[config.mk]
export PLATFORM = sky130hd
export DESIGN_NAME = dual_sonar_median_classifier
export DESIGN_NICKNAME = d
export VERILOG_FILES = /design/src/sv/dsmc_pkg.sv /design/src/sv/dual_sonar_median_classifier.sv /design/src/sv/dsmc_cell.sv /design/src/sv/dsmc_classify.sv
export SDC_FILE = /design/constraint.sdc
export NUM_CORES = 1
export LEC_CHECK = 0
export BUFFER_PORTS_ARGS = -buffer_cell sky130_fd_sc_hd__buf_2
export CAP_MARGIN = 30
export CORE_MARGIN = 2
export CORE_UTILIZATION = 25
export CTS_CLUSTER_DIAMETER = 120
export DETAILED_ROUTE_END_ITERATION = 12
export GPL_TIMING_DRIVEN = 0
export PLACE_DENSITY = 0.42
export SYNTH_ARGS = -nofsm -noshare
export SYNTH_HDL_FRONTEND = slang
export SYNTH_SLANG_ARGS = --single-unit
[constraint.sdc]
create_clock -name clock -period 3.8 [get_ports clock]
set_input_delay 0.19 -clock clock [delete_from_list [all_inputs] [get_ports clock]]
set_output_delay 0.19 -clock clock [all_outputs]
set_load 0.005 [all_outputs]
[src/sv/dsmc_pkg.sv]
package dsmc_pkg;

   localparam int SAMPLE_W       = 8;
   localparam int WINDOW_DEFAULT = 5;
   localparam int CSR_INDEX_W    = 2;

   localparam logic [SAMPLE_W-1:0] MIN_RANGE_RESET  = 8'd25;
   localparam logic [SAMPLE_W-1:0] MAX_RANGE_RESET  = 8'd120;
   localparam logic [SAMPLE_W-1:0] CENTER_GAP_RESET = 8'd20;
   localparam logic [SAMPLE_W-1:0] FAR_RANGE        = 8'hFF;

   localparam logic [CSR_INDEX_W-1:0] CSR_MIN_RANGE  = 2'd0;
   localparam logic [CSR_INDEX_W-1:0] CSR_MAX_RANGE  = 2'd1;
   localparam logic [CSR_INDEX_W-1:0] CSR_CENTER_GAP = 2'd2;

   typedef logic [SAMPLE_W-1:0] sample_type;

   typedef struct packed {
      sample_type left;
      sample_type right;
   } sample_pair_type;

   typedef struct packed {
      logic load;
      logic step;
   } cell_ctrl_type;

   typedef struct packed {
      sample_type min_range;
      sample_type max_range;
      sample_type center_gap;
   } range_cfg_type;

   typedef struct packed {
      sample_type left_median;
      sample_type right_median;
      sample_type center_range;
      logic       left_hit;
      logic       right_hit;
      logic       center_hit;
   } result_type;

   typedef enum logic [1:0] {
      ST_IDLE,
      ST_RANK,
      ST_SELECT,
      ST_EMIT
   } state_type;

endpackage

[src/sv/dual_sonar_median_classifier.sv]
// A request is taken only in idle, so a new one waits until the last result is emitted.
// The rank pass circulates each window once around the ring of cells, one hop a cycle;
//   the medians are then registered and the emit state loads the result register.
// Reset (synchronous, active high): both windows clear to zero, the range
//   registers return to 25/120/20 cm, and no result is pending.
module dual_sonar_median_classifier #(
   parameter int WINDOW = dsmc_pkg::WINDOW_DEFAULT
) (
   input  logic                               clock,
   input  logic                               reset,

   input  logic                               csr_write,
   input  logic [dsmc_pkg::CSR_INDEX_W-1:0]   csr_index,
   input  logic [dsmc_pkg::SAMPLE_W-1:0]      csr_wdata,

   input  logic                               req_valid,
   output logic                               req_stall,
   input  logic [dsmc_pkg::SAMPLE_W-1:0]      req_left_sample,
   input  logic [dsmc_pkg::SAMPLE_W-1:0]      req_right_sample,

   output logic                               rsp_valid,
   input  logic                               rsp_stall,
   output logic [dsmc_pkg::SAMPLE_W-1:0]      rsp_left_median,
   output logic [dsmc_pkg::SAMPLE_W-1:0]      rsp_right_median,
   output logic [dsmc_pkg::SAMPLE_W-1:0]      rsp_center_range,
   output logic                               rsp_left_hit,
   output logic                               rsp_right_hit,
   output logic                               rsp_center_hit
);
   import dsmc_pkg::*;

   localparam int KW = $clog2(WINDOW);
   localparam logic [KW-1:0] LAST_STEP = KW'(WINDOW - 1);

   // Range and gap registers.
   range_cfg_type cfg_ff, cfg_in;

   always_comb begin
      cfg_in = cfg_ff;
      if (csr_write) begin
         case (csr_index)
            CSR_MIN_RANGE:  cfg_in.min_range  = csr_wdata;
            CSR_MAX_RANGE:  cfg_in.max_range  = csr_wdata;
            CSR_CENTER_GAP: cfg_in.center_gap = csr_wdata;
            default:        cfg_in = cfg_ff;
         endcase
      end
   end

   always_ff @(posedge clock) begin
      if (reset) begin
         cfg_ff.min_range  <= MIN_RANGE_RESET;
         cfg_ff.max_range  <= MAX_RANGE_RESET;
         cfg_ff.center_gap <= CENTER_GAP_RESET;
      end else begin
         cfg_ff <= cfg_in;
      end
   end

   // Sequencer: take a transaction, run the rank pass, pick the medians, emit.
   state_type     state_ff, state_in;
   logic [KW-1:0] step_ff, step_in;
   logic          req_take;
   logic          out_free;
   logic          emit;
   cell_ctrl_type ctrl;
   logic          rsp_valid_ff, rsp_valid_in;

   assign req_take = req_valid && !req_stall;
   assign out_free = !rsp_valid_ff || !rsp_stall;

   always_comb begin
      state_in  = state_ff;
      step_in   = step_ff;
      req_stall = 1'b1;
      emit      = 1'b0;
      ctrl.load = 1'b0;
      ctrl.step = 1'b0;
      case (state_ff)
         ST_IDLE: begin
            req_stall = 1'b0;
            if (req_valid) begin
               ctrl.load = 1'b1;
               step_in   = '0;
               state_in  = ST_RANK;
            end
         end
         ST_RANK: begin
            // Each hop compares every cell with one more member of its window.
            ctrl.step = 1'b1;
            step_in   = step_ff + KW'(1);
            if (step_ff == LAST_STEP) begin
               state_in = ST_SELECT;
            end
         end
         ST_SELECT: begin
            state_in = ST_EMIT;
         end
         ST_EMIT: begin
            // Hold until the result register is free or drains this cycle.
            if (out_free) begin
               emit     = 1'b1;
               state_in = ST_IDLE;
            end
         end
         default: begin
            state_in = ST_IDLE;
         end
      endcase
   end

   always_ff @(posedge clock) begin
      if (reset) begin
         state_ff <= ST_IDLE;
         step_ff  <= '0;
      end else begin
         state_ff <= state_in;
         step_ff  <= step_in;
      end
   end

   // Ring of cells: the window shifts through on load, and the circulating
   // copy advances one cell per rank step, wrapping from the last to the first.
   sample_pair_type        val_row  [WINDOW];
   sample_pair_type        circ_row [WINDOW];
   logic [WINDOW-1:0]      cand_left;
   logic [WINDOW-1:0]      cand_right;
   sample_pair_type        new_pair;

   assign new_pair.left  = req_left_sample;
   assign new_pair.right = req_right_sample;

   for (genvar i = 0; i < WINDOW; i++) begin : g_cell
      dsmc_cell #(
         .WINDOW(WINDOW)
      ) u_cell (
         .clock     (clock),
         .reset     (reset),
         .ctrl      (ctrl),
         .shift_in  ((i == 0) ? new_pair : val_row[(i == 0) ? 0 : i - 1]),
         .circ_in   (circ_row[(i == 0) ? WINDOW - 1 : i - 1]),
         .val_out   (val_row[i]),
         .circ_out  (circ_row[i]),
         .cand_left (cand_left[i]),
         .cand_right(cand_right[i])
      );
   end

   // Every candidate cell holds the same value, so OR the flagged entries.
   sample_type left_pick, right_pick;

   always_comb begin
      left_pick  = '0;
      right_pick = '0;
      for (int i = 0; i < WINDOW; i++) begin
         if (cand_left[i]) begin
            left_pick = left_pick | val_row[i].left;
         end
         if (cand_right[i]) begin
            right_pick = right_pick | val_row[i].right;
         end
      end
   end

   sample_type left_med_ff, right_med_ff;

   always_ff @(posedge clock) begin
      if (state_ff == ST_SELECT) begin
         left_med_ff  <= left_pick;
         right_med_ff <= right_pick;
      end
   end

   result_type result;

   dsmc_classify u_classify (
      .left_median (left_med_ff),
      .right_median(right_med_ff),
      .cfg         (cfg_ff),
      .result      (result)
   );

   // Result register: parts the sequencer from the downstream stall.
   result_type rsp_ff;

   always_comb begin
      rsp_valid_in = rsp_valid_ff;
      if (emit) begin
         rsp_valid_in = 1'b1;
      end else if (rsp_valid_ff && !rsp_stall) begin
         rsp_valid_in = 1'b0;
      end
   end

   always_ff @(posedge clock) begin
      if (reset) begin
         rsp_valid_ff <= 1'b0;
      end else begin
         rsp_valid_ff <= rsp_valid_in;
      end
   end

   always_ff @(posedge clock) begin
      if (emit) begin
         rsp_ff <= result;
      end
   end

   assign rsp_valid        = rsp_valid_ff;
   assign rsp_left_median  = rsp_ff.left_median;
   assign rsp_right_median = rsp_ff.right_median;
   assign rsp_center_range = rsp_ff.center_range;
   assign rsp_left_hit     = rsp_ff.left_hit;
   assign rsp_right_hit    = rsp_ff.right_hit;
   assign rsp_center_hit   = rsp_ff.center_hit;

   a_rank_after_take: assert property (@(posedge clock) disable iff (reset)
      req_take |=> (state_ff == ST_RANK) && (step_ff == '0))
      else $error("rank pass did not start after a request transaction");

   a_valid_from_emit: assert property (@(posedge clock) disable iff (reset)
      $rose(rsp_valid_ff) |-> $past(state_ff == ST_EMIT))
      else $error("result appeared without passing the emit state");

   a_center_exclusive: assert property (@(posedge clock) disable iff (reset)
      (rsp_valid_ff && rsp_ff.center_hit) |-> (!rsp_ff.left_hit && !rsp_ff.right_hit))
      else $error("center hit reported together with a side hit");

   a_far_range: assert property (@(posedge clock) disable iff (reset)
      (rsp_valid_ff && !rsp_ff.center_hit) |-> (rsp_ff.center_range == FAR_RANGE))
      else $error("center range not at far value without a center hit");

endmodule

[src/sv/dsmc_cell.sv]
module dsmc_cell #(
   parameter int WINDOW = 5
) (
   input  logic                      clock,
   input  logic                      reset,
   input  dsmc_pkg::cell_ctrl_type   ctrl,
   input  dsmc_pkg::sample_pair_type shift_in,
   input  dsmc_pkg::sample_pair_type circ_in,
   output dsmc_pkg::sample_pair_type val_out,
   output dsmc_pkg::sample_pair_type circ_out,
   output logic                      cand_left,
   output logic                      cand_right
);
   import dsmc_pkg::*;

   localparam int CW = $clog2(WINDOW + 1);
   localparam logic [CW-1:0] MID = CW'(WINDOW / 2);

   sample_pair_type val_ff, val_in;
   sample_pair_type circ_ff, circ_in_nx;
   logic [CW-1:0]   lt_left_ff, lt_left_in, le_left_ff, le_left_in;
   logic [CW-1:0]   lt_right_ff, lt_right_in, le_right_ff, le_right_in;

   // Load shifts the window by one cell; step compares against the passing value.
   always_comb begin
      val_in      = val_ff;
      circ_in_nx  = circ_ff;
      lt_left_in  = lt_left_ff;
      le_left_in  = le_left_ff;
      lt_right_in = lt_right_ff;
      le_right_in = le_right_ff;
      if (ctrl.load) begin
         val_in      = shift_in;
         circ_in_nx  = shift_in;
         lt_left_in  = '0;
         le_left_in  = '0;
         lt_right_in = '0;
         le_right_in = '0;
      end else if (ctrl.step) begin
         circ_in_nx  = circ_in;
         lt_left_in  = lt_left_ff  + CW'(circ_ff.left  <  val_ff.left);
         le_left_in  = le_left_ff  + CW'(circ_ff.left  <= val_ff.left);
         lt_right_in = lt_right_ff + CW'(circ_ff.right <  val_ff.right);
         le_right_in = le_right_ff + CW'(circ_ff.right <= val_ff.right);
      end
   end

   always_ff @(posedge clock) begin
      if (reset) begin
         val_ff <= '0;
      end else begin
         val_ff <= val_in;
      end
   end

   always_ff @(posedge clock) begin
      circ_ff     <= circ_in_nx;
      lt_left_ff  <= lt_left_in;
      le_left_ff  <= le_left_in;
      lt_right_ff <= lt_right_in;
      le_right_ff <= le_right_in;
   end

   assign val_out    = val_ff;
   assign circ_out   = circ_ff;
   assign cand_left  = (lt_left_ff <= MID) && (le_left_ff > MID);
   assign cand_right = (lt_right_ff <= MID) && (le_right_ff > MID);

endmodule

[src/sv/dsmc_classify.sv]
module dsmc_classify (
   input  dsmc_pkg::sample_type    left_median,
   input  dsmc_pkg::sample_type    right_median,
   input  dsmc_pkg::range_cfg_type cfg,
   output dsmc_pkg::result_type    result
);
   import dsmc_pkg::*;

   logic                left_ok, right_ok, center;
   sample_type          diff;
   logic [SAMPLE_W:0]   sum;

   always_comb begin
      left_ok  = (left_median > cfg.min_range) && (left_median <= cfg.max_range);
      right_ok = (right_median > cfg.min_range) && (right_median <= cfg.max_range);
      diff     = (left_median >= right_median) ? (left_median - right_median)
                                               : (right_median - left_median);
      center   = left_ok && right_ok && (diff < cfg.center_gap);
      sum      = {1'b0, left_median} + {1'b0, right_median};

      result.left_median  = left_median;
      result.right_median = right_median;
      result.center_range = center ? sum[SAMPLE_W:1] : FAR_RANGE;
      result.left_hit     = left_ok && !center;
      result.right_hit    = right_ok && !center;
      result.center_hit   = center;
   end

endmodule
==> flow_metrics.tcl <==
set metrics [dict create \
    seq_power_share_pct 35.3 \
    hold_path_class "in -> reg" \
    fin_ws_ns -0.1889 \
    min_period_ns 3.989 \
    pre_cts_slack_ns -0.7295 \
    crit_buf_inv 4 \
    r2r_slack_ns -0.19 \
    switchingPower_mw 5.515 \
    route.detailed.drc 0 \
    hpwl_um 35520 \
    synth_cell_types 50 \
    setup_tns_ns -1.618 \
    hold_ws_ns 0.01567 \
    layout.nets 1972 \
    crit_chain "inv_2 > ha_4 > inv_2 > fa_2 > a21o_1 > a21oi_2 > a211oi_2 > a2111oi_4 > buf_6 > mux2i_1 > xor2_1 > ha_1 > nand2_1 > nor2_1 > a2111oi_2 > and3b_1 > buf_6 > nand3_1" \
    syn_nets 1829 \
    fin_util_pct 30.26 \
    peakVddDrop_mv 0.3872 \
    synth_cells 1606 \
    fmax_mhz 250.7 \
    cts_root_buf "clkbuf_16" \
    avgRoutedWirePerCell_um 18.24 \
    die_h_um 250.8 \
    synth_edf_count 123 \
    io_pins 60 \
    antenna_found_initial 0 \
    p_leak_nw 7.573 \
    num_vias 11730 \
    synth_flop_cell "dfxtp_1" \
    htreeDepth 2 \
    area_delta_synth_final_pct 19.69 \
    die_area_um2 62910 \
    place_congestion 0.8215 \
    clockBufferDepth 3 \
    synth_area_um2 15230 \
    relSlewSlack_pct 37.83 \
    num_antenna_cells 0 \
    rsz0062_at_grt "true" \
    worstMarginPinSlew_ns 0.9309 \
    final_area_um2 18230 \
    arrival_ns 4.24 \
    status "finished, violations left" \
    yosysSeqAreaShare_pct 46.60 \
    via_per_inst 4.583 \
    synth.area.top_cells "edfxtp_1 (24%), dfxtp_1 (22%), ha_1 (16%)" \
    yosys_warnings 0 \
    power_mw 14.10 \
    worstPathRequired_ns 4.05 \
    initial_core_util_pct 25.28 \
    fin_skew_ns 0.02401 \
    numCtsBuffers 37 \
    grt_max_degree 49 \
    dr.pass1.iters 6 \
    clk_pin_slew_ns 0.06 \
    place_area_um2 16700 \
    powerDensity_nw_per_um2 773.3 \
    crit_family "compound AO/OA/AOI/OAI gates" \
    worstPathMaxFanout 10 \
    ant_nets 0 \
    drive_gt1_share_pct 9.055 \
    end_kind "flop" \
    critPathSlowestCell "edfxtp_1" \
    placedCellCount 2457 \
    setup_viol 10 \
    grt_pass1_wl_um 72110 \
    drv_slew 0 \
    wirelength_um 46690 \
    core-area_um2 60250 \
    drt_iter0_drc 749 \
    failed_checks "setup timing" \
    synth_top_area_cell "edfxtp_1" \
    portBuffers 58 \
    core.rowCount 90 \
    max_cap_viol_count 0 \
    synth_top_area_share_pct 24.25 \
    swShare_pct 39.12 \
    clock-sinks 293 \
    critPathMaxStageDelay_ns 0.42 \
    startpoint_type "flop" \
    clock_latency_ns 0.55 \
    p_int_mw 8.581 \
    critPathKind "reg -> reg" \
    hold_viol 0 \
    async_flop_share_pct 0 \
    p_clk_share_pct 24.9 \
    ys_ff_latch 293 \
    grt-ovfl-total 0 \
    grt_use_total_pct 15.05 \
    grt_pass1_vias 11870 \
    syn_avg_cell_area_um2 9.483 \
    post-route-period-util_pct 105.0 \
    cts_tree "built" \
    pwr-share-comb_pct 39.8 \
    stdcell_count 2560 \
    dieWidth_um 250.8 \
]
per-layer routing:
layer | track usage, % | vias up | part of all wire (%)
li1 | - | 5829 | -
met1 | 19.87 | 5592 | 46
met2 | 25.44 | 246 | 47
met3 | 1.916 | 65 | 4.3
met4 | 4.962 | 0 | 2.8
met5 | 0 | - | 0
power by group through the flow:
stage / logic [mW] / clock network (mW) / registers, mW
after floorplan: 3.70 / 0 / 4.85
after global placement: 5.28 / 0 / 5.09
after detailed placement: 5.56 / 0 / 5.07
after CTS: 5.71 / 3.61 / 5.00
after global routing: 6.39 / 3.75 / 5.07
final: 5.61 / 3.50 / 4.98
cells by family after synthesis:
logic type	synth area share [%]
AOI/OAI and AO/OA	12.10
xor gates and xnor gates	1.840
muxes	3.886
adders and majority gates	15.92
buffers and inverters	4.814
DFF	46.60
and+or+nand+nor	14.84
tightest hold or removal path, cell delays in order:
cell	delay, ns
buf_2	0.12
nand2_1	0.12
a21oi_1	0.08
cell usage after synthesis, types with 3 or more instances:
cell and n:
edfxtp_1 123, nand2_1 357, inv_1 128, ha_1 189, nor2_1 97, clkbuf_1 54
fa_1 3, a21oi_1 145, xor2_1 25, nor3_1 3, o211ai_1 4, buf_2 5
a211oi_1 12, nand4_1 31, mux2i_1 58, a211o_1 3, o21a_1 10, xnor2_1 7
a31oi_1 3, dfxtp_1 170, a22oi_1 17, nor2b_1 16, nand3_1 9, o21ai_0 37
a21o_1 26, nand2b_1 20, a222oi_1 16, o21bai_1 10
sequential cells by signal, indices dropped and copies added (netlist names):
signal and cells:
rsp_right_hit 1, left_med_ff 8, rsp_valid 1, g_cell.u_cell.val_out 80
rsp_right_median 8, g_cell.u_cell.lt_right_ff 15, rsp_left_median 8, g_cell.u_cell.le_right_ff 15
g_cell.u_cell.lt_left_ff 15, cfg_ff 24, rsp_left_hit 1, state_ff 2
step_ff 3, g_cell.u_cell.circ_out 80, right_med_ff 8, g_cell.u_cell.le_left_ff 15
rsp_center_hit 1, rsp_center_range 8
final cells by class:
| cell class | instances | area (µm²) |
|---|---|---|
| buffer | 62 | 256.5 |
| fill | 6348 | 42020 |
| clock buffer | 56 | 1080 |
| tap | 782 | 978.4 |
| clock inverter | 12 | 113.9 |
| sequential | 293 | 7097 |
| multi-input combinational | 1123 | 7501 |
| inverter | 128 | 480.5 |
| timing repair buffer | 104 | 721.9 |
final timing paths:
| path | end | startpoint | depth (start not counted) |
|---|---|---|---|
| min | g_cell[0].u_cell.val_out[0] | req_right_sample[0] | 3 |
| min reg2reg | g_cell[4].u_cell.val_out[1] | g_cell[4].u_cell.val_out[1] | 2 |
| max reg2reg | rsp_center_range[7] | left_med_ff[0] | 18 |
| max | rsp_center_range[7] | left_med_ff[0] | 18 |
cells in the final DEF (no fill, tap or decap), drive strengths merged, types with 20 or more instances in the layout:
cell type / instances
inv: 129
ha: 189
a21oi: 146
mux2i: 58
buf: 87
edfxtp: 123
xor2: 25
nor2: 97
nand2b: 20
nand2: 357
dfxtp: 170
nand4: 31
o21ai: 37
dlygate4sd3: 24
clkbuf: 111
a21o: 26
what timing repair did:
item	4_1_cts	5_1_grt
hold endpoints to repair	54	0
endpoints found under the setup margin	11	11
resized for setup	1	1
hold buffers	24	0
buffers inserted	9	2
pin swaps	3	2
(Power assumes the default switching activity.)
